<file path="src/hw/rtl/svrc_pkg.sv">
// Package for the sous-vide relay controller: field widths, reset values,
// register indexes, the one-hot mode encoding and shared structs.
// Depends on nothing; every other file of the block refers to it.
package svrc_pkg;

  localparam int SAMPLE_W   = 10;
  localparam int SUM_W      = 14;
  localparam int ADJ_W      = 10;
  localparam int INTERVAL_W = 8;
  localparam int MODE_W     = 2;
  localparam int CFG_IDX_W  = 2;
  localparam int CFG_DATA_W = 14;

  localparam logic [SUM_W-1:0]      HEAT_EXIT_RESET = 14'd1464;
  localparam logic [SUM_W-1:0]      REGULATE_RESET  = 14'd1436;
  localparam logic [ADJ_W-1:0]      ADJUST_RESET    = 10'd45;
  localparam logic [INTERVAL_W-1:0] INTERVAL_RESET  = 8'd60;
  localparam logic [SUM_W-1:0]      SUM_MAX         = '1;

  localparam logic [CFG_IDX_W-1:0] CFG_HEAT_EXIT = 2'd0;
  localparam logic [CFG_IDX_W-1:0] CFG_REGULATE  = 2'd1;
  localparam logic [CFG_IDX_W-1:0] CFG_ADJUST    = 2'd2;
  localparam logic [CFG_IDX_W-1:0] CFG_INTERVAL  = 2'd3;

  localparam logic [MODE_W-1:0] CODE_HEAT     = 2'd0;
  localparam logic [MODE_W-1:0] CODE_COAST    = 2'd1;
  localparam logic [MODE_W-1:0] CODE_REGULATE = 2'd2;

  typedef enum logic [2:0] {
    MODE_HEAT     = 3'b001,
    MODE_COAST    = 3'b010,
    MODE_REGULATE = 3'b100
  } mode_t;

  typedef struct packed {
    logic [SUM_W-1:0]      heat_exit_sum;
    logic [SUM_W-1:0]      regulate_sum;
    logic [ADJ_W-1:0]      relay_adjust_sum;
    logic [INTERVAL_W-1:0] peak_check_interval;
  } cfg_t;

  typedef struct packed {
    logic             relay_on;
    logic [MODE_W-1:0] control_mode;
    logic [SUM_W-1:0] adjusted_sum;
  } status_t;

endpackage

</file>
<file path="src/hw/rtl/svrc_cfg.sv">
// Configuration register file of the sous-vide relay controller.
// Depends on svrc_pkg for the register indexes, widths and reset values.
module svrc_cfg (
  input  logic                             clk,
  input  logic                             rst,
  input  logic                             cfg_valid,
  input  logic [svrc_pkg::CFG_IDX_W-1:0]   cfg_index,
  input  logic [svrc_pkg::CFG_DATA_W-1:0]  cfg_data,
  output svrc_pkg::cfg_t                   cfg
);

  always_ff @(posedge clk) begin
    if (rst) begin
      cfg.heat_exit_sum       <= svrc_pkg::HEAT_EXIT_RESET;
      cfg.regulate_sum        <= svrc_pkg::REGULATE_RESET;
      cfg.relay_adjust_sum    <= svrc_pkg::ADJUST_RESET;
      cfg.peak_check_interval <= svrc_pkg::INTERVAL_RESET;
    end else if (cfg_valid) begin
      case (cfg_index)
        svrc_pkg::CFG_HEAT_EXIT: begin
          cfg.heat_exit_sum <= cfg_data[svrc_pkg::SUM_W-1:0];
        end
        svrc_pkg::CFG_REGULATE: begin
          cfg.regulate_sum <= cfg_data[svrc_pkg::SUM_W-1:0];
        end
        svrc_pkg::CFG_ADJUST: begin
          cfg.relay_adjust_sum <= cfg_data[svrc_pkg::ADJ_W-1:0];
        end
        svrc_pkg::CFG_INTERVAL: begin
          cfg.peak_check_interval <= cfg_data[svrc_pkg::INTERVAL_W-1:0];
        end
        default: begin
        end
      endcase
    end
  end

endmodule

</file>
<file path="src/hw/rtl/svrc_accum.sv">
// Sample accumulator: sums groups of samples into one reading and applies
// the relay-on correction. Depends on svrc_pkg for widths.
module svrc_accum #(
  parameter int NUM_SAMPLES = 10
) (
  input  logic                           clk,
  input  logic                           rst,
  input  logic                           step,
  input  logic [svrc_pkg::SAMPLE_W-1:0]  sample,
  input  logic                           relay,
  input  logic [svrc_pkg::ADJ_W-1:0]     adjust,
  output logic                           done,
  output logic [svrc_pkg::SUM_W-1:0]     reading
);

  localparam int CNT_W = $clog2(NUM_SAMPLES + 1);

  logic [CNT_W-1:0]            sample_index;
  logic [svrc_pkg::SUM_W-1:0]  running_sum;
  logic [CNT_W-1:0]            index_inc;
  logic [svrc_pkg::SUM_W:0]    sum_wide;
  logic [svrc_pkg::SUM_W-1:0]  sum_sat;
  logic [svrc_pkg::SUM_W-1:0]  adjust_wide;

  assign index_inc   = sample_index + CNT_W'(1);
  assign done        = index_inc >= CNT_W'(NUM_SAMPLES);
  assign sum_wide    = {1'b0, running_sum} + (svrc_pkg::SUM_W + 1)'(sample);
  assign sum_sat     = sum_wide[svrc_pkg::SUM_W] ? svrc_pkg::SUM_MAX
                                                 : sum_wide[svrc_pkg::SUM_W-1:0];
  assign adjust_wide = svrc_pkg::SUM_W'(adjust);

  always_comb begin
    if (!relay) begin
      reading = sum_sat;
    end else if (sum_sat > adjust_wide) begin
      reading = sum_sat - adjust_wide;
    end else begin
      reading = '0;
    end
  end

  always_ff @(posedge clk) begin
    if (rst) begin
      sample_index <= '0;
      running_sum  <= '0;
    end else if (step) begin
      if (done) begin
        sample_index <= '0;
        running_sum  <= '0;
      end else begin
        sample_index <= index_inc;
        running_sum  <= sum_sat;
      end
    end
  end

  a_index_range: assert property (@(posedge clk) disable iff (rst)
    sample_index < CNT_W'(NUM_SAMPLES))
    else $error("sample index has reached the group size");

endmodule

</file>
<file path="src/hw/rtl/svrc_ctrl.sv">
// Three-mode relay controller acting on each completed reading.
// Depends on svrc_pkg for the mode encoding, cfg_t and status_t.
module svrc_ctrl (
  input  logic                          clk,
  input  logic                          rst,
  input  logic                          step,
  input  logic                          done,
  input  logic [svrc_pkg::SUM_W-1:0]    reading,
  input  svrc_pkg::cfg_t                cfg,
  output logic                          relay,
  output svrc_pkg::status_t             status_next
);

  svrc_pkg::mode_t                     mode, mode_next;
  logic                                relay_next;
  logic [svrc_pkg::SUM_W-1:0]          prior_sum, prior_sum_next;
  logic [svrc_pkg::INTERVAL_W-1:0]     interval_count, interval_count_next;
  logic [svrc_pkg::SUM_W-1:0]          last_reading, last_reading_next;
  logic [svrc_pkg::INTERVAL_W:0]       interval_inc;

  assign interval_inc = {1'b0, interval_count} + (svrc_pkg::INTERVAL_W + 1)'(1);

  always_comb begin
    mode_next           = mode;
    relay_next          = relay;
    prior_sum_next      = prior_sum;
    interval_count_next = interval_count;
    last_reading_next   = last_reading;
    if (step && done) begin
      last_reading_next = reading;
      case (mode)
        svrc_pkg::MODE_HEAT: begin
          if (reading < cfg.heat_exit_sum) begin
            relay_next          = 1'b0;
            mode_next           = svrc_pkg::MODE_COAST;
            interval_count_next = '0;
          end
        end
        svrc_pkg::MODE_COAST: begin
          relay_next = 1'b0;
          if (interval_count == '0) begin
            if (reading > prior_sum) begin
              mode_next = svrc_pkg::MODE_REGULATE;
            end
            prior_sum_next = reading;
          end
          if (interval_inc >= {1'b0, cfg.peak_check_interval}) begin
            interval_count_next = '0;
          end else begin
            interval_count_next = interval_inc[svrc_pkg::INTERVAL_W-1:0];
          end
        end
        default: begin
          relay_next = reading > cfg.regulate_sum;
        end
      endcase
    end
  end

  always_comb begin
    status_next.relay_on     = relay_next;
    status_next.adjusted_sum = last_reading_next;
    case (mode_next)
      svrc_pkg::MODE_HEAT:  status_next.control_mode = svrc_pkg::CODE_HEAT;
      svrc_pkg::MODE_COAST: status_next.control_mode = svrc_pkg::CODE_COAST;
      default:              status_next.control_mode = svrc_pkg::CODE_REGULATE;
    endcase
  end

  always_ff @(posedge clk) begin
    if (rst) begin
      mode           <= svrc_pkg::MODE_HEAT;
      relay          <= 1'b1;
      prior_sum      <= svrc_pkg::SUM_MAX;
      interval_count <= '0;
      last_reading   <= '0;
    end else begin
      mode           <= mode_next;
      relay          <= relay_next;
      prior_sum      <= prior_sum_next;
      interval_count <= interval_count_next;
      last_reading   <= last_reading_next;
    end
  end

  a_coast_relay_off: assert property (@(posedge clk) disable iff (rst)
    mode == svrc_pkg::MODE_COAST |-> !relay)
    else $error("relay is on while coasting");

  a_regulate_kept: assert property (@(posedge clk) disable iff (rst)
    mode == svrc_pkg::MODE_REGULATE |=> mode == svrc_pkg::MODE_REGULATE)
    else $error("controller left regulation");

  a_mode_only_on_reading: assert property (@(posedge clk) disable iff (rst)
    !(step && done) |=> $stable(mode) && $stable(last_reading))
    else $error("controller state changed without a completed reading");

endmodule

</file>
<file path="src/hw/rtl/sous_vide_relay_controller.sv">
// Sous-vide relay controller: one result transaction per sample transaction.
// An accepted sample waits in the input register until the result register
// can take it. Throughput: one sample per cycle while results are not stalled,
// limited by the single accumulate, correct and compare pass between them.
// Reset is synchronous and active high; it restores the register defaults,
// the relay on, initial heating and empty accumulator and pipeline.
module sous_vide_relay_controller #(
  parameter int NUM_SAMPLES = 10
) (
  input  logic                             clk,
  input  logic                             rst,
  input  logic                             cfg_valid,
  output logic                             cfg_ready,
  input  logic [svrc_pkg::CFG_IDX_W-1:0]   cfg_index,
  input  logic [svrc_pkg::CFG_DATA_W-1:0]  cfg_data,
  input  logic                             in_valid,
  output logic                             in_stall,
  input  logic [svrc_pkg::SAMPLE_W-1:0]    adc_sample,
  output logic                             out_valid,
  input  logic                             out_stall,
  output logic                             relay_on,
  output logic [svrc_pkg::MODE_W-1:0]      control_mode,
  output logic                             reading_valid,
  output logic [svrc_pkg::SUM_W-1:0]       adjusted_sum
);

  svrc_pkg::cfg_t                 cfg;
  svrc_pkg::status_t              status_next;
  logic                           s1_valid;
  logic [svrc_pkg::SAMPLE_W-1:0]  s1_sample;
  logic                           advance;
  logic                           step;
  logic                           relay;
  logic                           done;
  logic [svrc_pkg::SUM_W-1:0]     reading;

  assign cfg_ready = 1'b1;
  assign advance   = !out_valid || !out_stall;
  assign step      = s1_valid && advance;
  assign in_stall  = s1_valid && !advance;

  svrc_cfg u_cfg (
    .clk       (clk),
    .rst       (rst),
    .cfg_valid (cfg_valid),
    .cfg_index (cfg_index),
    .cfg_data  (cfg_data),
    .cfg       (cfg)
  );

  svrc_accum #(
    .NUM_SAMPLES (NUM_SAMPLES)
  ) u_accum (
    .clk     (clk),
    .rst     (rst),
    .step    (step),
    .sample  (s1_sample),
    .relay   (relay),
    .adjust  (cfg.relay_adjust_sum),
    .done    (done),
    .reading (reading)
  );

  svrc_ctrl u_ctrl (
    .clk         (clk),
    .rst         (rst),
    .step        (step),
    .done        (done),
    .reading     (reading),
    .cfg         (cfg),
    .relay       (relay),
    .status_next (status_next)
  );

  always_ff @(posedge clk) begin
    if (rst) begin
      s1_valid <= 1'b0;
    end else if (!in_stall) begin
      s1_valid <= in_valid;
    end
  end

  always_ff @(posedge clk) begin
    if (in_valid && !in_stall) begin
      s1_sample <= adc_sample;
    end
  end

  always_ff @(posedge clk) begin
    if (rst) begin
      out_valid <= 1'b0;
    end else if (advance) begin
      out_valid <= s1_valid;
    end
  end

  always_ff @(posedge clk) begin
    if (step) begin
      relay_on      <= status_next.relay_on;
      control_mode  <= status_next.control_mode;
      reading_valid <= done;
      adjusted_sum  <= status_next.adjusted_sum;
    end
  end

  a_stage_held: assert property (@(posedge clk) disable iff (rst)
    s1_valid && !advance |=> s1_valid && $stable(s1_sample))
    else $error("input register changed while the result was stalled");

  a_step_delivers: assert property (@(posedge clk) disable iff (rst)
    step |=> out_valid)
    else $error("processed sample produced no result");

endmodule

</file>
<file path="config.mk">
export PLATFORM = sky130hd
export DESIGN_NAME = sous_vide_relay_controller
export DESIGN_NICKNAME = d
export VERILOG_FILES = /design/src/hw/rtl/svrc_pkg.sv /design/src/hw/rtl/svrc_cfg.sv /design/src/hw/rtl/svrc_accum.sv /design/src/hw/rtl/svrc_ctrl.sv /design/src/hw/rtl/sous_vide_relay_controller.sv
export SDC_FILE = /design/constraint.sdc
export NUM_CORES = 1
export LEC_CHECK = 0
export BUFFER_PORTS_ARGS = -buffer_cell sky130_fd_sc_hd__buf_2
export CAP_MARGIN = 20
export CORE_UTILIZATION = 50
export DETAILED_ROUTE_END_ITERATION = 10
export PLACE_DENSITY = 0.68
export SLEW_MARGIN = 20
export SYNTH_ARGS = -nofsm -noshare
export SYNTH_HDL_FRONTEND = slang
export SYNTH_SLANG_ARGS = --single-unit
</file>
<file path="constraint.sdc">
create_clock -name clk -period 6.9 [get_ports clk]
set_input_delay 0.69 -clock clk [delete_from_list [all_inputs] [get_ports clk]]
set_output_delay 0.69 -clock clk [all_outputs]
set_load 0.02 [all_outputs]
</file>
Word-level counts from Yosys, hierarchy flattened

Index checks and enable logic that the tools add are counted.

Reduce and logical (&&, ||, !) cells: 18
$add $sub $neg: 4
Mux-type cells: 18
Order comparisons: 6
Eq/ne operators: 8

Operators with widths:

| operator            | count |
|---|---|
| $mux 14             | 5 |
| $gt 14x14->1        | 2 |
| $mux 8              | 2 |
| $pmux 8 s2          | 1 |
| $add 14x10->15      | 1 |
| $gt 14x10->1        | 1 |
| $lt 14x14->1        | 1 |
| $sub 14x10->14      | 1 |
| $mux 3              | 4 |
| $add 8x1->9 const B | 1 |
| $ge 9x8->1          | 1 |
| $logic_not 8->1     | 1 |
| $reduce_and 2->1    | 4 |
| $eq 3x1->1 const B  | 2 |
| $eq 3x2->1 const B  | 2 |
| $pmux 3 s2          | 1 |
| $reduce_and 3->1    | 2 |
| $add 4x1->4 const B | 1 |
| $eq 2x2->1 const B  | 2 |
| $ge 4x4->1 const B  | 1 |
| $logic_and 1x1->1   | 4 |
| $logic_not 1->1     | 4 |
| $mux 4              | 1 |
| $pmux 2 s2          | 1 |
| 7 further kinds     | 8 |

Register bits after elaboration: 134
Output and inout port bits: 21

Longest topological paths before layout

Word-level depth: 12
Mapped depth: 30
Mapped depth without buffers: 29

Cells and area by module

From an unflattened synthesis, not the netlist that was laid out.

Cells, all modules: 868
Area, all modules: 7886.3 µm²

By module, submodules not included:

| module                     | cells each | area an instance (µm²) | instances | seq. area each (µm²) |
|---|---|---|---|---|
| svrc_ctrl                  | 362        | 2921.6                 | 1         | 800.8 |
| svrc_accum                 | 288        | 2165.8                 | 1         | 360.3 |
| svrc_cfg                   | 178        | 1860.5                 | 1         | 920.9 |
| sous_vide_relay_controller | 40         | 938.4                  | 1         | 880.8 |

Worst setup path before layout

Ideal clock, no wire load.

Kind: register to register
From: reg s1_sample[0] in the netlist's numbering
To: reg u_ctrl.interval_count[4] in the netlist's numbering
Stages on the path, launching flop included: 29
Required time: 6.768 ns
Slack: 0.937 ns
Arrival time: 5.831 ns
Clock period less this slack: 5.963 ns
Path buffers: 1
Cell sequence: edfxtp_1 ha_1 inv_1 fa_1 nor2b_1 o211ai_1 a21o_1 a21o_1 buf_2 o21ai_0 ha_1 nor2b_1 o311a_1 o221a_2 o31a_1 nor3_2 nand3_1 o211ai_1 inv_1 ha_1 o21ai_0 o21bai_1 a211oi_1 o21ai_0 or3_1 nor4_1 o21ai_1 o21ai_0 a21oi_1

Word-level cells in the longest chain between the ends: 8
Elaborated cells on any way between the ends: 9
Classes of those cells: 2 x add/sub; 2 x order compare; 1 x eq/ne; 3 x mux; 1 x reduce/logical

RTL lines:

| what                                           | RTL line                           | RTL |
|---|---|---|
| from (decl)                                    | sous_vide_relay_controller.sv:30   | `logic [svrc_pkg::SAMPLE_W-1:0] s1_sample;` |
| from (signal assigned)                         | sous_vide_relay_controller.sv:85   | `s1_sample <= adc_sample;` |
| $add 14x10->15 *                               | svrc_accum.sv:27                   | `assign sum_wide = {1'b0, running_sum} + (svrc_pkg::SUM_W + 1)'(sample);` |
| $mux 14 *                                      | svrc_accum.sv:28                   | `assign sum_sat = sum_wide[svrc_pkg::SUM_W] ? svrc_pkg::SUM_MAX` |
| $sub 14x10->14 or $gt 14x10->1 (tied branches) | svrc_accum.sv:36, svrc_accum.sv:35 |  |
| $mux 14                                        | svrc_accum.sv:35                   | `end else if (sum_sat > adjust_wide) begin` |
| $mux 14 *                                      | svrc_accum.sv:33                   | `if (!relay) begin` |
| net reading (one bit)                          | sous_vide_relay_controller.sv:35   | `logic [svrc_pkg::SUM_W-1:0] reading;` |
| $lt 14x14->1 *                                 | svrc_ctrl.sv:33                    | `if (reading < cfg.heat_exit_sum) begin` |
| $ne 2x1->1 (no source line) *                  | -                                  |  |
| $reduce_and 3->1 (no source line) *            | -                                  |  |
| to (signal assigned)                           | svrc_ctrl.sv:81                    | `interval_count <= interval_count_next;` |
| to (decl)                                      | svrc_ctrl.sv:17                    | `logic [svrc_pkg::INTERVAL_W-1:0] interval_count, interval_count_next;` |

Mark *: on every way through the listed nets, which the timed path passes. The rest lies on a longest branch.
A chain may end at the register's enable or synchronous reset.

Worst setup path after layout

From: reg u_accum.running_sum[0] in the netlist's numbering
To: reg u_ctrl.interval_count[4] in the netlist's numbering

Word-level cells in the longest chain between the ends: 8
Elaborated cells on any way between the ends: 9
Classes of those cells: 2 x add/sub; 2 x order compare; 1 x eq/ne; 3 x mux; 1 x reduce/logical

RTL lines:

| what                                           | RTL line                           | RTL |
|---|---|---|
| from (decl)                                    | svrc_accum.sv:19                   | `logic [svrc_pkg::SUM_W-1:0] running_sum;` |
| from (signal assigned)                         | svrc_accum.sv:52                   | `running_sum <= sum_sat;` |
| $add 14x10->15 *                               | svrc_accum.sv:27                   |  |
| $mux 14 *                                      | svrc_accum.sv:28                   |  |
| $sub 14x10->14 or $gt 14x10->1 (tied branches) | svrc_accum.sv:36, svrc_accum.sv:35 |  |
| $mux 14                                        | svrc_accum.sv:35                   |  |
| $mux 14 *                                      | svrc_accum.sv:33                   |  |
| net reading (one bit)                          | sous_vide_relay_controller.sv:35   |  |
| $lt 14x14->1 *                                 | svrc_ctrl.sv:33                    |  |
| $ne 2x1->1 (no source line) *                  | -                                  |  |
| $reduce_and 3->1 (no source line) *            | -                                  |  |

Marks and branches as above.

==> summary.txt <==
STA
  – Fin crit share: a little over nine tenths
  – Max-slew violations: 0
  – Worst-Margin Slew: between 1 and 1.5 ns
  – Final hold vios: 0
  – Minimum clock period after layout: roughly 6.5 ns
  – Endpoints failing setup: 0
  – Slew HR: a little under a third
  – Clock Skew: roughly 0.0083 ns
  – RSZ-0062 raised after global routing: true
  – FMAX: approximately 150 MHz

Power
  – P_int: 1.557 mW
  – Power share of the sequential group: between 30 and 40%
  – Clk pwr share: roughly 36%
  – Leakage: approximately 3.8 nW
  – Sw Share: around 34%
  – Switching Power: about 0.8 mW
  – Maximum VDD drop: roughly 0.2 mV
  – Combinational Power Share: 28.9%
  – Total power: between 2 and 2.5 mW
  – Power Density: about 260 mW/mm^2

Cells and area
  – Antenna fix cells: 0
  – Final core utilization: between 50 and 60%
  – Area delta synth->final: 15.02%
  – Final #Nets: about 1100
  – Non-filler cells, final: 1167
  – Layout cells sized above 1: approximately 15%
  – Layout fillers: approximately 1400
  – Storage element area: ~0.003 mm^2
  – Multi-input logic area: 0.004407 mm^2

Synth
  – Synth Instances: 907
  – Synthesized flop and latch total: 134
  – Cell with the most instances after synthesis: nand2_1
  – Post-synth EDFFs: 28
  – Ys flop type: dfxtp_1
  – Top cells by area, synth: dfxtp_1 28%, ha_1 12%, edfxtp_1 11%
  – Yosys top cell by area: dfxtp_1
  – Cell area after synthesis: 0.007705 mm^2
  – Ys async rst share: 0%
  – Mapped Avg Cell Area: between 8 and 9 um^2
  – Cell variety after synth: between 70 and 80
  – Area fraction of the dominant cell type after synthesis: roughly 28%
  – Syn. warnings: 0
  – Most frequent cells after synthesis: 131 x nand2_1, 106 x dfxtp_1, 78 x inv_1
  – Syn_nets: ~1000
  – Register area share after synthesis: between 30% and 40%

Global routing
  – Initial antenna violation count: 1
  – Overall fraction of global-route tracks in use: 26.03%
  – Largest net degree at the start of global routing: 45
  – Vias in the first global route: 6012
  – Remaining global-route overflow: 0
  – Global-route wire length before repair: about 32000 um

Drt
  – Initial drt markers: roughly 530
  – Via count: roughly 6700
  – DRC violations left: 0
  – Final wirelength: 19980 um
  – TritonRoute pass-1 iters: 6
  – Detail Route Antenna Nets: 0
  – Vias per inst: about 5.7
  – Routed length per instance: roughly 17 um

Place
  – Final HPWL DP: between 10000 and 15000 um
  – Number of port buffers: 50
  – Placed insts: about 1100
  – GPL Wtd Cong: approximately 0.95

Die
  – Initial cell density of the core: between 50% and 60%
  – Die height: 126.1 um
  – Full die area: approximately 0.016 mm^2
  – Die W: 126.1 um
  – Area of the core: roughly 0.015 mm^2
  – Std cell rows: between 40 and 50
  – Ports: 52

Clock network
  – Max Root-Sink Buffers: 2
  – H-tree depth: 4
  – Hold Buf Count CTS: 0
  – CTS sink cnt: 134
  – Root Buffer: clkbuf_16
  – Clock transition at the registers of the reported paths: 0.06 ns
  – CTS tree: done
  – Worst skew pair latency: around 0.43 ns
  – Clock buffer count from CTS: 17

Worst hold path
  – Tightest Hold Check Type: input pin to flop
  – Worst hold start: adc_sample[5]

Worst setup path
  – CP Capture Type: flop
  – Worst EP arrival: between 6 and 7 ns
  – CP Launch Point: u_accum.running_sum[0]
  – Critical path launch point type: flop
  – Reg-to-reg startpoint: u_accum.running_sum[0]
  – Critical Path RT: approximately 7.2 ns
  – Max Fanout on Critical Path: 10
  – Critical path type: flop to flop

Status
  – Status: complete, no violations

Job
  – Maxcap violations: 0
[metal layers]
layer / vias up / global-route usage, % / part of all wire, %
met2: 197 / 40.98 / 45
li1: 3353 / - / -
met5: - / 0 / 0
met3: 34 / 5.140 / 5.4
met4: 0 / 8.646 / 2.1
met1: 3079 / 35.71 / 47
[metrics by stage]
stage / area [um^2] / hold slack, ns / setup slack (ns) / TNS [ns]
2_1_floorplan: 7705 / 0.4363 / 0.9372 / 0
3_3_place_gp: 8209 / 0.4437 / 0.3080 / 0
3_5_place_dp: 8209 / 0.4469 / 0.2533 / 0
4_1_cts: 8747 / 0.4116 / 0.1700 / 0
5_1_grt: 8862 / 0.4184 / -0.04948 / -0.05061
6_report: 8862 / 0.4273 / 0.3650 / 0
[worst paths after layout]
kind                                    to  slack [ns]  cells after the start
setup / recovery  u_ctrl.interval_count[4]        0.36                     26
hold reg to reg              u_cfg.cfg[12]        0.45                      2
setup reg to reg  u_ctrl.interval_count[4]        0.36                     26
hold / removal                s1_sample[5]        0.43                      1
[kinds of logic after synthesis]
group           count (synthesis)  share of synthesized area [%]
simple gates                  308                          18.51
compound gates                252                          22.09
flops                         134                          38.45
buf+inv                       113                          5.586
fa+ha+maj                      75                          12.37
xor+xnor                       17                          1.932
mux                             7                          1.007
other cells                     1                        0.04867
[layout make-up]
class                   instances  area share, %
clock inverters                14          1.115
inverters                      79          3.346
multi-input cells             661          49.72
repair buffers                 73          4.772
clock buffers                  18          4.956
flip-flops and latches        134          33.43
well taps                     188          2.654
[sequential cells by signal, summed over array words and instances, names as in the netlist, 2 cells and up]
name	flops
s1_sample	10
u_accum.running_sum	14
u_ctrl.prior_sum	14
adjusted_sum	14
control_mode	2
u_cfg.cfg	46
u_ctrl.last_reading	14
u_accum.sample_index	4
u_ctrl.interval_count	8
u_ctrl.mode	3
[layout by cell type (no fill, tap or decap), drive strengths merged, types with 8 or more instances in the layout]
| cell type | count |
|---|---|
| xor2 | 10 |
| a21oi | 78 |
| dfxtp | 106 |
| nor3 | 15 |
| and2 | 8 |
| nor2b | 11 |
| a211oi | 21 |
| inv | 83 |
| buf | 73 |
| a22oi | 21 |
| nand2 | 132 |
| a21o | 13 |
| edfxtp | 28 |
| nand3 | 25 |
| nor2 | 65 |
| o21ai | 42 |
| ha | 73 |
| nand2b | 14 |
| o211ai | 31 |
| clkbuf | 18 |
[power groups by stage]
stage	Combinational [mW]	Clock (mW)	Sequential, mW
2_1_floorplan	0.420	0	0.852
3_3_place_gp	0.624	0	0.850
3_5_place_dp	0.622	0	0.850
4_1_cts	0.629	0.849	0.833
5_1_grt	0.745	0.879	0.836
6_report	0.679	0.834	0.833
[critical path, stage by stage (launching register included)]
cell and delay [ns]:
dfxtp_1 0.34, ha_1 0.24, inv_1 0.07, fa_1 0.38
nor2b_1 0.18, o211ai_1 0.18, a21o_1 0.25, a21o_1 0.28
nand2b_1 0.13, inv_1 0.05, ha_1 0.21, fa_1 0.44
nor2b_1 0.18, o311a_1 0.19, o221a_2 0.22, o31a_1 0.30
nor4_4 0.09, buf_4 0.15, a211oi_2 0.41, ha_1 0.33
a2111oi_1 0.47, nor4b_2 0.31, nor4_1 0.14, o31ai_2 0.35
o21ai_2 0.19, o21ai_0 0.22, a21oi_1 0.08
[what timing repair did]
action | in CTS | in global routing
buffers inserted | 0 | 4
gates resized for setup | 0 | 16
setup endpoints to repair | 0 | 13
endpoints found under the hold margin | 0 | 0
Power figures use the tool's default switching activity.
